**config.mk**
```make
export PLATFORM = sky130hd
export DESIGN_NAME = dcmf_hcell
export DESIGN_NICKNAME = d
export VERILOG_FILES = /design/src/hw/rtl/dcmf_pkg.sv /design/src/hw/rtl/dcmf_hcell.sv
export SDC_FILE = /design/constraint.sdc
export NUM_CORES = 1
export LEC_CHECK = 0
export BUFFER_PORTS_ARGS = -buffer_cell sky130_fd_sc_hd__buf_2
export CORE_ASPECT_RATIO = 0.75
export CORE_MARGIN = 2
export CORE_UTILIZATION = 40
export DETAILED_ROUTE_END_ITERATION = 8
export HOLD_SLACK_MARGIN = 0.02
export MAX_ROUTING_LAYER = met4
export PLACE_DENSITY = 0.7
export SYNTH_ARGS = -nofsm -noshare
export SYNTH_HDL_FRONTEND = slang
export SYNTH_SLANG_ARGS = --single-unit
```
**constraint.sdc**
```tcl
create_clock -name clock -period 2.1 [get_ports clock]
set_input_delay 0.105 -clock clock [delete_from_list [all_inputs] [get_ports clock]]
set_output_delay 0.105 -clock clock [all_outputs]
set_load 0.005 [all_outputs]
```
**src/hw/rtl/dcmf_pkg.sv**
```systemverilog
// ----------------------------------------------------------------------------
// dcmf_pkg
// Shared types, sizes and helpers of the dark channel minimum filter.
// ----------------------------------------------------------------------------
`default_nettype none

package dcmf_pkg;

   localparam int MAX_WIDTH  = 2048;
   localparam int MAX_HEIGHT = 2048;
   localparam int MAX_RADIUS = 25;

   localparam int NUM_HCELLS = 2 * MAX_RADIUS + 1;
   localparam int NUM_VCELLS = 2 * MAX_RADIUS;

   localparam int CFG_DIM_BITS = 12;
   localparam int CFG_RAD_BITS = 5;
   localparam int CSR_DATA_BITS = 12;
   localparam int CSR_INDEX_BITS = 2;

   localparam int EW_BITS   = $clog2(MAX_WIDTH + 1);
   localparam int EH_BITS   = $clog2(MAX_HEIGHT + 1);
   localparam int RAD_BITS  = $clog2(MAX_RADIUS + 1);
   localparam int COL_BITS  = $clog2(MAX_WIDTH);
   localparam int IROW_BITS = $clog2(MAX_HEIGHT);
   localparam int VROW_BITS = $clog2(MAX_HEIGHT + MAX_RADIUS + 1);
   localparam int HIDX_BITS = $clog2(NUM_HCELLS);
   localparam int VIDX_BITS = $clog2(NUM_VCELLS);

   localparam logic [7:0] PIX_MAX = 8'd255;

   localparam logic [CFG_DIM_BITS-1:0] RESET_WIDTH  = 12'd640;
   localparam logic [CFG_DIM_BITS-1:0] RESET_HEIGHT = 12'd480;
   localparam logic [CFG_RAD_BITS-1:0] RESET_RADIUS = 5'd5;

   localparam logic OP_PIXEL = 1'b0;
   localparam logic OP_DRAIN = 1'b1;

   typedef enum logic [CSR_INDEX_BITS-1:0] {
      REG_FRAME_WIDTH  = 2'd0,
      REG_FRAME_HEIGHT = 2'd1,
      REG_FILTER_RADIUS = 2'd2,
      REG_UNUSED = 2'd3
   } reg_index_type;

   typedef logic [EW_BITS:0]   csum_type;
   typedef logic [VROW_BITS:0] rsum_type;
   typedef logic [HIDX_BITS-1:0] hidx_type;
   typedef logic [VIDX_BITS-1:0] vidx_type;

   typedef struct packed {
      logic       op;
      logic [7:0] red;
      logic [7:0] green;
      logic [7:0] blue;
   } req_type;

   typedef struct packed {
      logic [7:0] dark_value;
      logic       frame_end;
   } rsp_type;

   // running window minimum and plain delayed sample
   typedef struct packed {
      logic [7:0] m;
      logic [7:0] d;
   } pair_type;

   function automatic logic [7:0] pix_min(input logic [7:0] a, input logic [7:0] b);
      pix_min = (a < b) ? a : b;
   endfunction

endpackage

`default_nettype wire

```
**src/hw/rtl/dcmf_hcell.sv**
```systemverilog
// ----------------------------------------------------------------------------
// dcmf_hcell
// Horizontal cell: extends the neighbor's window minimum by the new sample.
// ----------------------------------------------------------------------------
`default_nettype none

module dcmf_hcell (
   input  wire logic               clock,
   input  wire logic               shift_en,
   input  wire logic [7:0]         sample,
   input  wire dcmf_pkg::pair_type prev_in,
   output dcmf_pkg::pair_type      cell_out
);

   dcmf_pkg::pair_type pair_ff;

   always_ff @(posedge clock) begin
      if (shift_en) begin
         pair_ff.m <= dcmf_pkg::pix_min(prev_in.m, sample);
         pair_ff.d <= prev_in.d;
      end
   end

   assign cell_out = pair_ff;

endmodule

`default_nettype wire

```
==> results of run 1 <==
routing by layer:
metal / GRT usage, % / vias up / part of all wire [%]
li1: - / 286 / -
met1: 18.35 / 235 / 40
met2: 23.61 / 28 / 48
met3: 1.799 / 2 / 11
met4: 7.500 / 0 / 0.90
met5: - / - / 0
where the power goes:
group	switching (mW)	leakage (nW)	internal, mW
sequential	0.00583	0.157	0.387
combinational	0.0588	0.339	0.0779
clock	0.0876	0.0154	0.0688
layout make-up:
type | count | area, um2
inverter | 8 | 30.03
sequential | 16 | 480.5
tap | 22 | 27.53
clock inverter | 1 | 3.754
multi-input combinational | 24 | 247.7
fill | 140 | 659.4
timing repair buffer | 49 | 285.3
clock buffer | 3 | 22.52
logic make-up (layout without fill, tap and decap cells):
kind of cell | after synthesis | count (layout)
compound gates | 6 | 6
mux | 8 | 8
flops | 16 | 16
buf+inv | 8 | 61
fa+ha+maj | 7 | 7
simple gates | 3 | 3
final timing paths:
kind                   from            to  slack (ns)  cells after the start
setup / recovery  sample[1]  cell_out[12]        0.39                      6
hold / removal    sample[6]  cell_out[14]        0.15                      2
metrics by stage:
stage | power (mW) | hold WS (ns) | cell area, um2 | cells | utilization [%]
after detailed placement | 0.5270 | 0.2852 | 991.0 | 111 | 56.41
final | 0.6857 | 0.1459 | 1097 | 123 | 62.46
after floorplan | 0.4589 | 0.2039 | 758.2 | 48 | -
after global placement | 0.5235 | 0.2829 | 991.0 | 111 | 56.41
after global routing | 0.7306 | 0.1447 | 1097 | 123 | 62.46
after CTS | 0.6973 | 0.1339 | 1097 | 123 | 62.46
synth_stat cells:
library cell,instances
a2111o_1,1
a211oi_1,1
a211oi_4,1
a21oi_1,1
edfxtp_1,16
ha_1,7
inv_1,8
mux2_2,8
nand2b_1,1
nand4_1,1
nor2_1,1
o21ai_0,2
what timing repair did:
action,in CTS,in global routing
endpoints found under the hold margin,8,0
gates resized for setup,0,0
hold buffers,8,0
==> results.json, run 1 <==
{
  "status": "finished clean",
  "clock-root-buffer": "clkbuf_4",
  "critical-path-max-stage-delay_ns": 0.45,
  "drc_errors": 0,
  "dieWidth_um": 54.28,
  "die_y_um": 41.71,
  "viasPerCell": 4.480,
  "setup_violations": 0,
  "antenna_left": 0,
  "first_pass_iters": 2,
  "numCtsBuffers": 3,
  "synth_nets": 81,
  "worstPathMaxFanout": 8,
  "crit_path_cell_trace": "buf_2 -> inv_1 -> ha_1 -> a2111o_1 -> a211oi_4 -> mux2_2",
  "crit_required_ns": 2.13,
  "cp.arrival_ns": 1.74,
  "ys_seq_elements": 16,
  "h-tree-depth": 1,
  "grt.total_usage_pct": 14.87,
  "synth_top_family_by_area": "multiplexers",
  "clk_path_buf_depth": 2,
  "worstSetupEndpointType": "flip-flop",
  "pre_cts_ws_ns": 0.07923,
  "setup_ws_ns": 0.3859,
  "worstMarginPinSlew_ns": 0.4562,
  "start_util_pct": 43.16,
  "dieArea_um2": 2264,
  "synth_top_area_cell": "edfxtp_1",
  "fin_crit_sh_pct": 81.62,
  "mostFrequentLayoutCell": "buf_2",
  "diodes": 0,
  "synthCells": 48,
  "grt_pass1_wl_um": 2394,
  "synth_top_area_share_pct": 63.37,
  "rows": 13,
  "rsz0062_at_grt": "false",
  "drive_gt1_share_pct": 52.48,
  "synth-compound-area-share_pct": 7.096,
  "hold_viol": 0,
  "drtIter0Drc": 2,
  "startpoint_type": "input pin",
  "port_buffers": 41,
  "slew_headroom_pct": 69.49,
  "ios": 42,
  "gp_congestion": 0.7137,
  "worst-path-buf-inv": 2,
  "syn2layout_area_growth_pct": 44.72,
  "synthAdderAreaFrac_pct": 11.55,
  "synth-xor-area-share_pct": 0,
  "fmax_mhz": 583.4,
  "final_max_slew_viol_count": 0,
  "synthMuxAreaShare_pct": 11.88,
  "mostFrequentLayoutCells": "buf_2 (41), edfxtp_1 (16), inv_1 (8), mux2_2 (8), dlygate4sd3_1 (8)",
  "path_class": "in2reg",
  "routed_wl_um": 1438,
  "post_cts_buffers": 0,
  "irDropWorstVdd_mv": 0.3692,
  "cts_tree": "yes",
  "route.vias.total": 551,
  "wl_per_cell_um": 11.69,
  "ys_warn_count": 0,
  "coreArea_um2": 1757,
  "syn_avg_cell_area_um2": 15.80,
  "synth_area_leaders": "edfxtp_1 (63%), mux2_2 (12%), ha_1 (12%), inv_1 (4.0%), a211oi_4 (2.6%)",
  "grt_overflow": 0,
  "hold_class": "in2reg",
  "maxCapViolCount": 0,
  "largest_reg_flops": 16,
  "grt_pass1_vias": 574,
  "yosys.area_share.simple_pct": 2.145,
  "grt_max_degree": 17,
  "syn_area_um2": 758.2,
  "path_delay_family": "compound AO/OA/AOI/OAI gates",
  "min_period_ns": 1.714,
  "fin_tns_setup_ns": 0,
  "yosysUniqueCellTypes": 12,
  "power_density_nw_per_um2": 624.9,
  "synth_seq_area_share_pct": 63.37,
  "nNetsFinal": 135,
  "antenna_found_initial": 0,
  "slowest_stage": "a211oi_4",
  "leakagePower_nw": 0.5110,
  "cts_sinks": 16,
  "post-dp-hpwl_um": 1167,
  "path_clk_slew_ns": 0.08
}
No activity file was read; power rests on OpenSTA's default activity.
==> run 2: changes to the inputs <==
clock period = 1.8 ns   (was 2.1 ns; I/O delays follow)
==> results.json, run 2 (synthesis gave the netlist of run 1 again) <==
{
  "wl_per_cell_um": 12.02,
  "coreArea_um2": 1757,
  "h-tree-depth": 1,
  "maxCapViolCount": 0,
  "status": "finished clean",
  "slew_headroom_pct": 76.06,
  "gr-usage-met3_pct": 1.079,
  "route.vias.total": 578,
  "rsz0062_at_grt": "false",
  "grt_overflow": 0,
  "whs_ns": 0.1331,
  "setup_violations": 0,
  "path_class": "in2reg",
  "cts_sinks": 16,
  "cp.arrival_ns": 1.63,
  "ios": 42,
  "use_met2_pct": 22.65,
  "leakagePower_nw": 0.5187,
  "start_util_pct": 43.16,
  "drive_gt1_share_pct": 53.92,
  "fin_crit_sh_pct": 88.74,
  "met1_usage_pct": 18.29,
  "antenna_found_initial": 0,
  "die_y_um": 41.71,
  "viasPerCell": 4.661,
  "grt-busiest-layer": "met2",
  "drc_errors": 0,
  "port_buffers": 41,
  "cts_tree": "yes",
  "syn2layout_area_growth_pct": 46.20,
  "rows": 13,
  "path_clk_slew_ns": 0.09,
  "drtIter0Drc": 11,
  "dieArea_um2": 2264,
  "grt_pass1_wl_um": 2283,
  "grt_max_degree": 17,
  "dieWidth_um": 54.28,
  "clock_power_share_pct": 22.2,
  "numCtsBuffers": 3,
  "hold_class": "in2reg",
  "switching_share_pct": 22.33,
  "power_density_nw_per_um2": 727.8,
  "mostFrequentLayoutCell": "buf_2",
  "startpoint_type": "input pin",
  "grt_pass1_vias": 539,
  "combPwrFrac_pct": 21.0,
  "worstSetupEndpointType": "flip-flop",
  "worstPathMaxFanout": 4,
  "nNetsFinal": 137,
  "irDropWorstVdd_mv": 0.3612,
  "post-dp-hpwl_um": 1157,
  "internal_power_mw": 0.6266,
  "p_sw_mw": 0.1802,
  "min_period_ns": 1.597,
  "antenna_left": 0,
  "clock-root-buffer": "clkbuf_4",
  "clk_path_buf_depth": 2,
  "mostFrequentLayoutCells": "buf_2 (41), edfxtp_1 (16), inv_1 (8), mux2_2 (8), dlygate4sd3_1 (8)",
  "cts.repair.resized": 0,
  "routed_wl_um": 1491,
  "final_max_slew_viol_count": 0,
  "worstMarginPinSlew_ns": 0.3590,
  "fmax_mhz": 626.0,
  "crit_required_ns": 1.83,
  "diodes": 0,
  "pwr-share-seq_pct": 56.8,
  "gp_congestion": 0.7492,
  "grt.total_usage_pct": 14.38,
  "largest_reg_flops": 16,
  "fin_tns_setup_ns": 0,
  "hold_viol": 0,
  "first_pass_iters": 4
}
[run 2: changes by cell type in the layout (fill, tap and decap cells not counted), sizes merged]
cell / previous run / this run
buf: 41 / 43
clkinv: 1 / 0
[run 2: repair_timing]
action | in CTS | in global routing
endpoints found under the setup margin | 0 | 0
hold buffers | 8 | 0
buffers inserted | 0 | 0
endpoints found under the hold margin | 8 | 0
[run 2: per-layer routing]
layer	vias to the layer above	wire, um
met2	38	641
met1	248	689
met3	2	144
met4	0	17
li1	290	-
met5	-	0
[run 2: area by class of cell]
cell class,instances,area [um2]
timing repair buffer,51,300.3
multi-input combinational,24,247.7
sequential,16,480.5
tap,22,27.53
fill,139,648.1
clock buffer,3,22.52
inverter,8,30.03
[run 2: final timing paths]
kind / to / depth (start not counted) / slack (ns) / startpoint
worst min-delay path: cell_out[9] / 2 / 0.13 / sample[1]
worst max-delay path: cell_out[11] / 7 / 0.20 / sample[1]
[run 2: power by group through the flow]
| stage | combinational, mW | clock, mW | sequential, mW |
|---|---|---|---|
| after floorplan | 0.0611 | 0 | 0.474 |
| after global placement | 0.151 | 0 | 0.467 |
| after detailed placement | 0.156 | 0 | 0.468 |
| after CTS | 0.170 | 0.184 | 0.459 |
| after global routing | 0.189 | 0.201 | 0.463 |
| final | 0.169 | 0.179 | 0.459 |
[run 2: through the flow]
step / power, mW / area, um2 / cells / util (%) / setup WS [ns]
2_1_floorplan: 0.5354 / 758.2 / 48 / - / 0.02402
3_3_place_gp: 0.6177 / 1006 / 113 / 57.27 / -0.05504
3_5_place_dp: 0.6236 / 1006 / 113 / 57.27 / -0.1060
4_1_cts: 0.8128 / 1109 / 124 / 63.11 / 0.1926
5_1_grt: 0.8533 / 1109 / 124 / 63.11 / 0.1276
6_report: 0.8068 / 1109 / 124 / 63.11 / 0.2026
[run 2: worst max-delay path, cell delays in order]
cell,delay (ns)
buf_2,0.08
inv_1,0.03
ha_1,0.27
a2111o_1,0.40
a211oi_4,0.22
buf_4,0.17
mux2_2,0.35
==> run 3: changes to the inputs <==
ABC_AREA = 1   (was not set)
PLACE_DENSITY = 0.69   (was 0.7)
RECOVER_POWER = 100   (was not set)
clock period = 1.86 ns   (was 1.8 ns; I/O delays follow)
==> results.json, run 3 <==
{
  "ys_seq_elements": 16,
  "clk_path_buf_depth": 2,
  "nNetsFinal": 159,
  "cpMostUsedCell": "nand2_1",
  "yosysUniqueCellTypes": 11,
  "grt-busiest-layer": "met2",
  "synth_edf_count": 16,
  "synth_seq_area_share_pct": 60.19,
  "dp_cells": 135,
  "synth_nets": 106,
  "cts_sinks": 16,
  "dieArea_um2": 2373,
  "fillers": 147,
  "wl_per_cell_um": 10.99,
  "mostFrequentLayoutCells": "buf_2 (32), nand2_1 (24), edfxtp_1 (16), inv_1 (10), clkbuf_1 (9)",
  "drive_gt1_share_pct": 29.84,
  "rows": 13,
  "grt_pass1_vias": 601,
  "clock-root-buffer": "clkbuf_4",
  "largest_reg_flops": 16,
  "final_cells": 146,
  "maxCapViolCount": 0,
  "ios": 42,
  "ys_warn_count": 0,
  "use_met2_pct": 23.57,
  "grt_pass1_wl_um": 2656,
  "grt_overflow": 0,
  "met1_usage_pct": 18.45,
  "yosys-top-cells-count": "nand2_1 (23), edfxtp_1 (16), inv_1 (10)",
  "numCtsBuffers": 3,
  "start_util_pct": 44.21,
  "synth_top_area_share_pct": 60.19,
  "ys.flop_type": "edfxtp_1",
  "h-tree-depth": 1,
  "rsz0062_at_grt": "false",
  "gr-usage-met3_pct": 3.049,
  "setup_ws_ns": 0.5723,
  "worstSetupEndpointType": "flip-flop",
  "grt_max_degree": 17,
  "hold_viol": 0,
  "fin_tns_setup_ns": 0,
  "gp_congestion": 0.8230,
  "antenna_left": 0,
  "fmax_mhz": 776.6,
  "leakagePower_nw": 0.5596,
  "cp.arrival_ns": 1.32,
  "first_pass_iters": 4,
  "synth_area_leaders": "edfxtp_1 (60%), ha_1 (11%), nand2_1 (11%), nand3_1 (5.0%), inv_1 (4.7%)",
  "startpoint_type": "input pin",
  "power_density_nw_per_um2": 701.0,
  "drc_errors": 0,
  "syn_avg_cell_area_um2": 10.94,
  "grt.total_usage_pct": 15.33,
  "post_cts_buffers": 0,
  "synth.most_common_cell": "nand2_1",
  "syn_area_um2": 798.3,
  "cts.repair.resized": 0,
  "synth_top_area_cell": "edfxtp_1",
  "min_period_ns": 1.288,
  "die_y_um": 42.69,
  "mostFrequentLayoutCell": "buf_2",
  "diodes": 0,
  "viasPerCell": 4.555,
  "dieWidth_um": 55.59,
  "drtIter0Drc": 18,
  "port_buffers": 41,
  "crit_required_ns": 1.89,
  "final_max_slew_viol_count": 0,
  "hold_class": "in2reg",
  "path_class": "in2reg",
  "synthCells": 73,
  "route.vias.total": 665,
  "setup_violations": 0,
  "status": "finished clean",
  "slew_headroom_pct": 46.76,
  "pre_cts_ws_ns": 0.3687,
  "worstMarginPinSlew_ns": 0.7986,
  "p_total_mw": 0.7736,
  "path_clk_slew_ns": 0.08,
  "critical-path-max-stage-delay_ns": 0.29,
  "fin_crit_sh_pct": 69.23,
  "routed_wl_um": 1605,
  "syn2layout_area_growth_pct": 38.24,
  "irDropWorstVdd_mv": 0.4448,
  "coreArea_um2": 1805,
  "antenna_found_initial": 0,
  "post-dp-hpwl_um": 1218,
  "crit_path_cell_trace": "buf_2 -> inv_1 -> ha_1 -> a21oi_1 -> o21a_1 -> nand2_1 -> nand2_1 -> nand2_1",
  "slowest_stage": "ha_1",
  "worstPathMaxFanout": 9,
  "async_reset_ff_share_pct": 0,
  "cts_tree": "yes"
}
==> run 3: cell families (layout without fill, tap and decap cells) <==
logic type | Yosys count | in the layout | synth area share [%]
buffers and inverters | 11 | 62 | 6.113
AOI/OAI and AO/OA | 4 | 4 | 2.821
DFF | 16 | 16 | 60.19
and+or+nand+nor | 35 | 35 | 19.91
adders and majority gates | 7 | 7 | 10.97
==> run 3: path summary, 6_finish.rpt <==
kind / cells past startpoint / from / endpoint
setup / recovery: 8 / sample[5] / cell_out[9]
hold / removal: 3 / sample[7] / cell_out[15]
==> run 3: report_power, final <==
group	internal, mW	leakage [nW]	switching [mW]
combinational	0.0762	0.390	0.0831
clock	0.0749	0.0138	0.0906
sequential	0.440	0.156	0.00850
==> run 3: repair_timing <==
item | 4_1_cts | 5_1_grt
hold endpoints to repair | 8 | 0
endpoints found under the setup margin | 0 | 0
hold buffers | 8 | 0
==> run 3: critical path, delay by kind of cell <==
family	cells	cell delay [ns]
AOI/OAI and AO/OA	2	0.43
buffers and inverters	2	0.13
adders and majority gates	1	0.29
and+or+nand+nor	3	0.37
==> run 3: per-layer routing <==
metal	vias to the layer above	wire (um)
li1	347	-
met1	279	738
met2	35	684
met3	4	135
met4	0	46
met5	-	0
==> run 3: per-stage QoR <==
| stage | instance area (um2) | hold slack [ns] | util (%) |
|---|---|---|---|
| final | 1104 | 0.09455 | 61.12 |
| after global routing | 1104 | 0.08933 | 61.12 |
| after CTS | 1122 | 0.09119 | 62.16 |
| after detailed placement | 1020 | 0.2748 | 56.48 |
| after global placement | 1020 | 0.2707 | 56.48 |
| after floorplan | 798.3 | 0.1919 | - |
==> run 3: final cells by class <==
class	instances	area, um2	share of cell area [%]
Inverter	10	37.54	3.401
Clock buffer	3	22.52	2.041
Multi-Input combinational cell	46	261.5	23.70
Sequential cell	16	480.5	43.54
Tap cell	22	27.53	2.494
Timing Repair Buffer	49	274.0	24.83
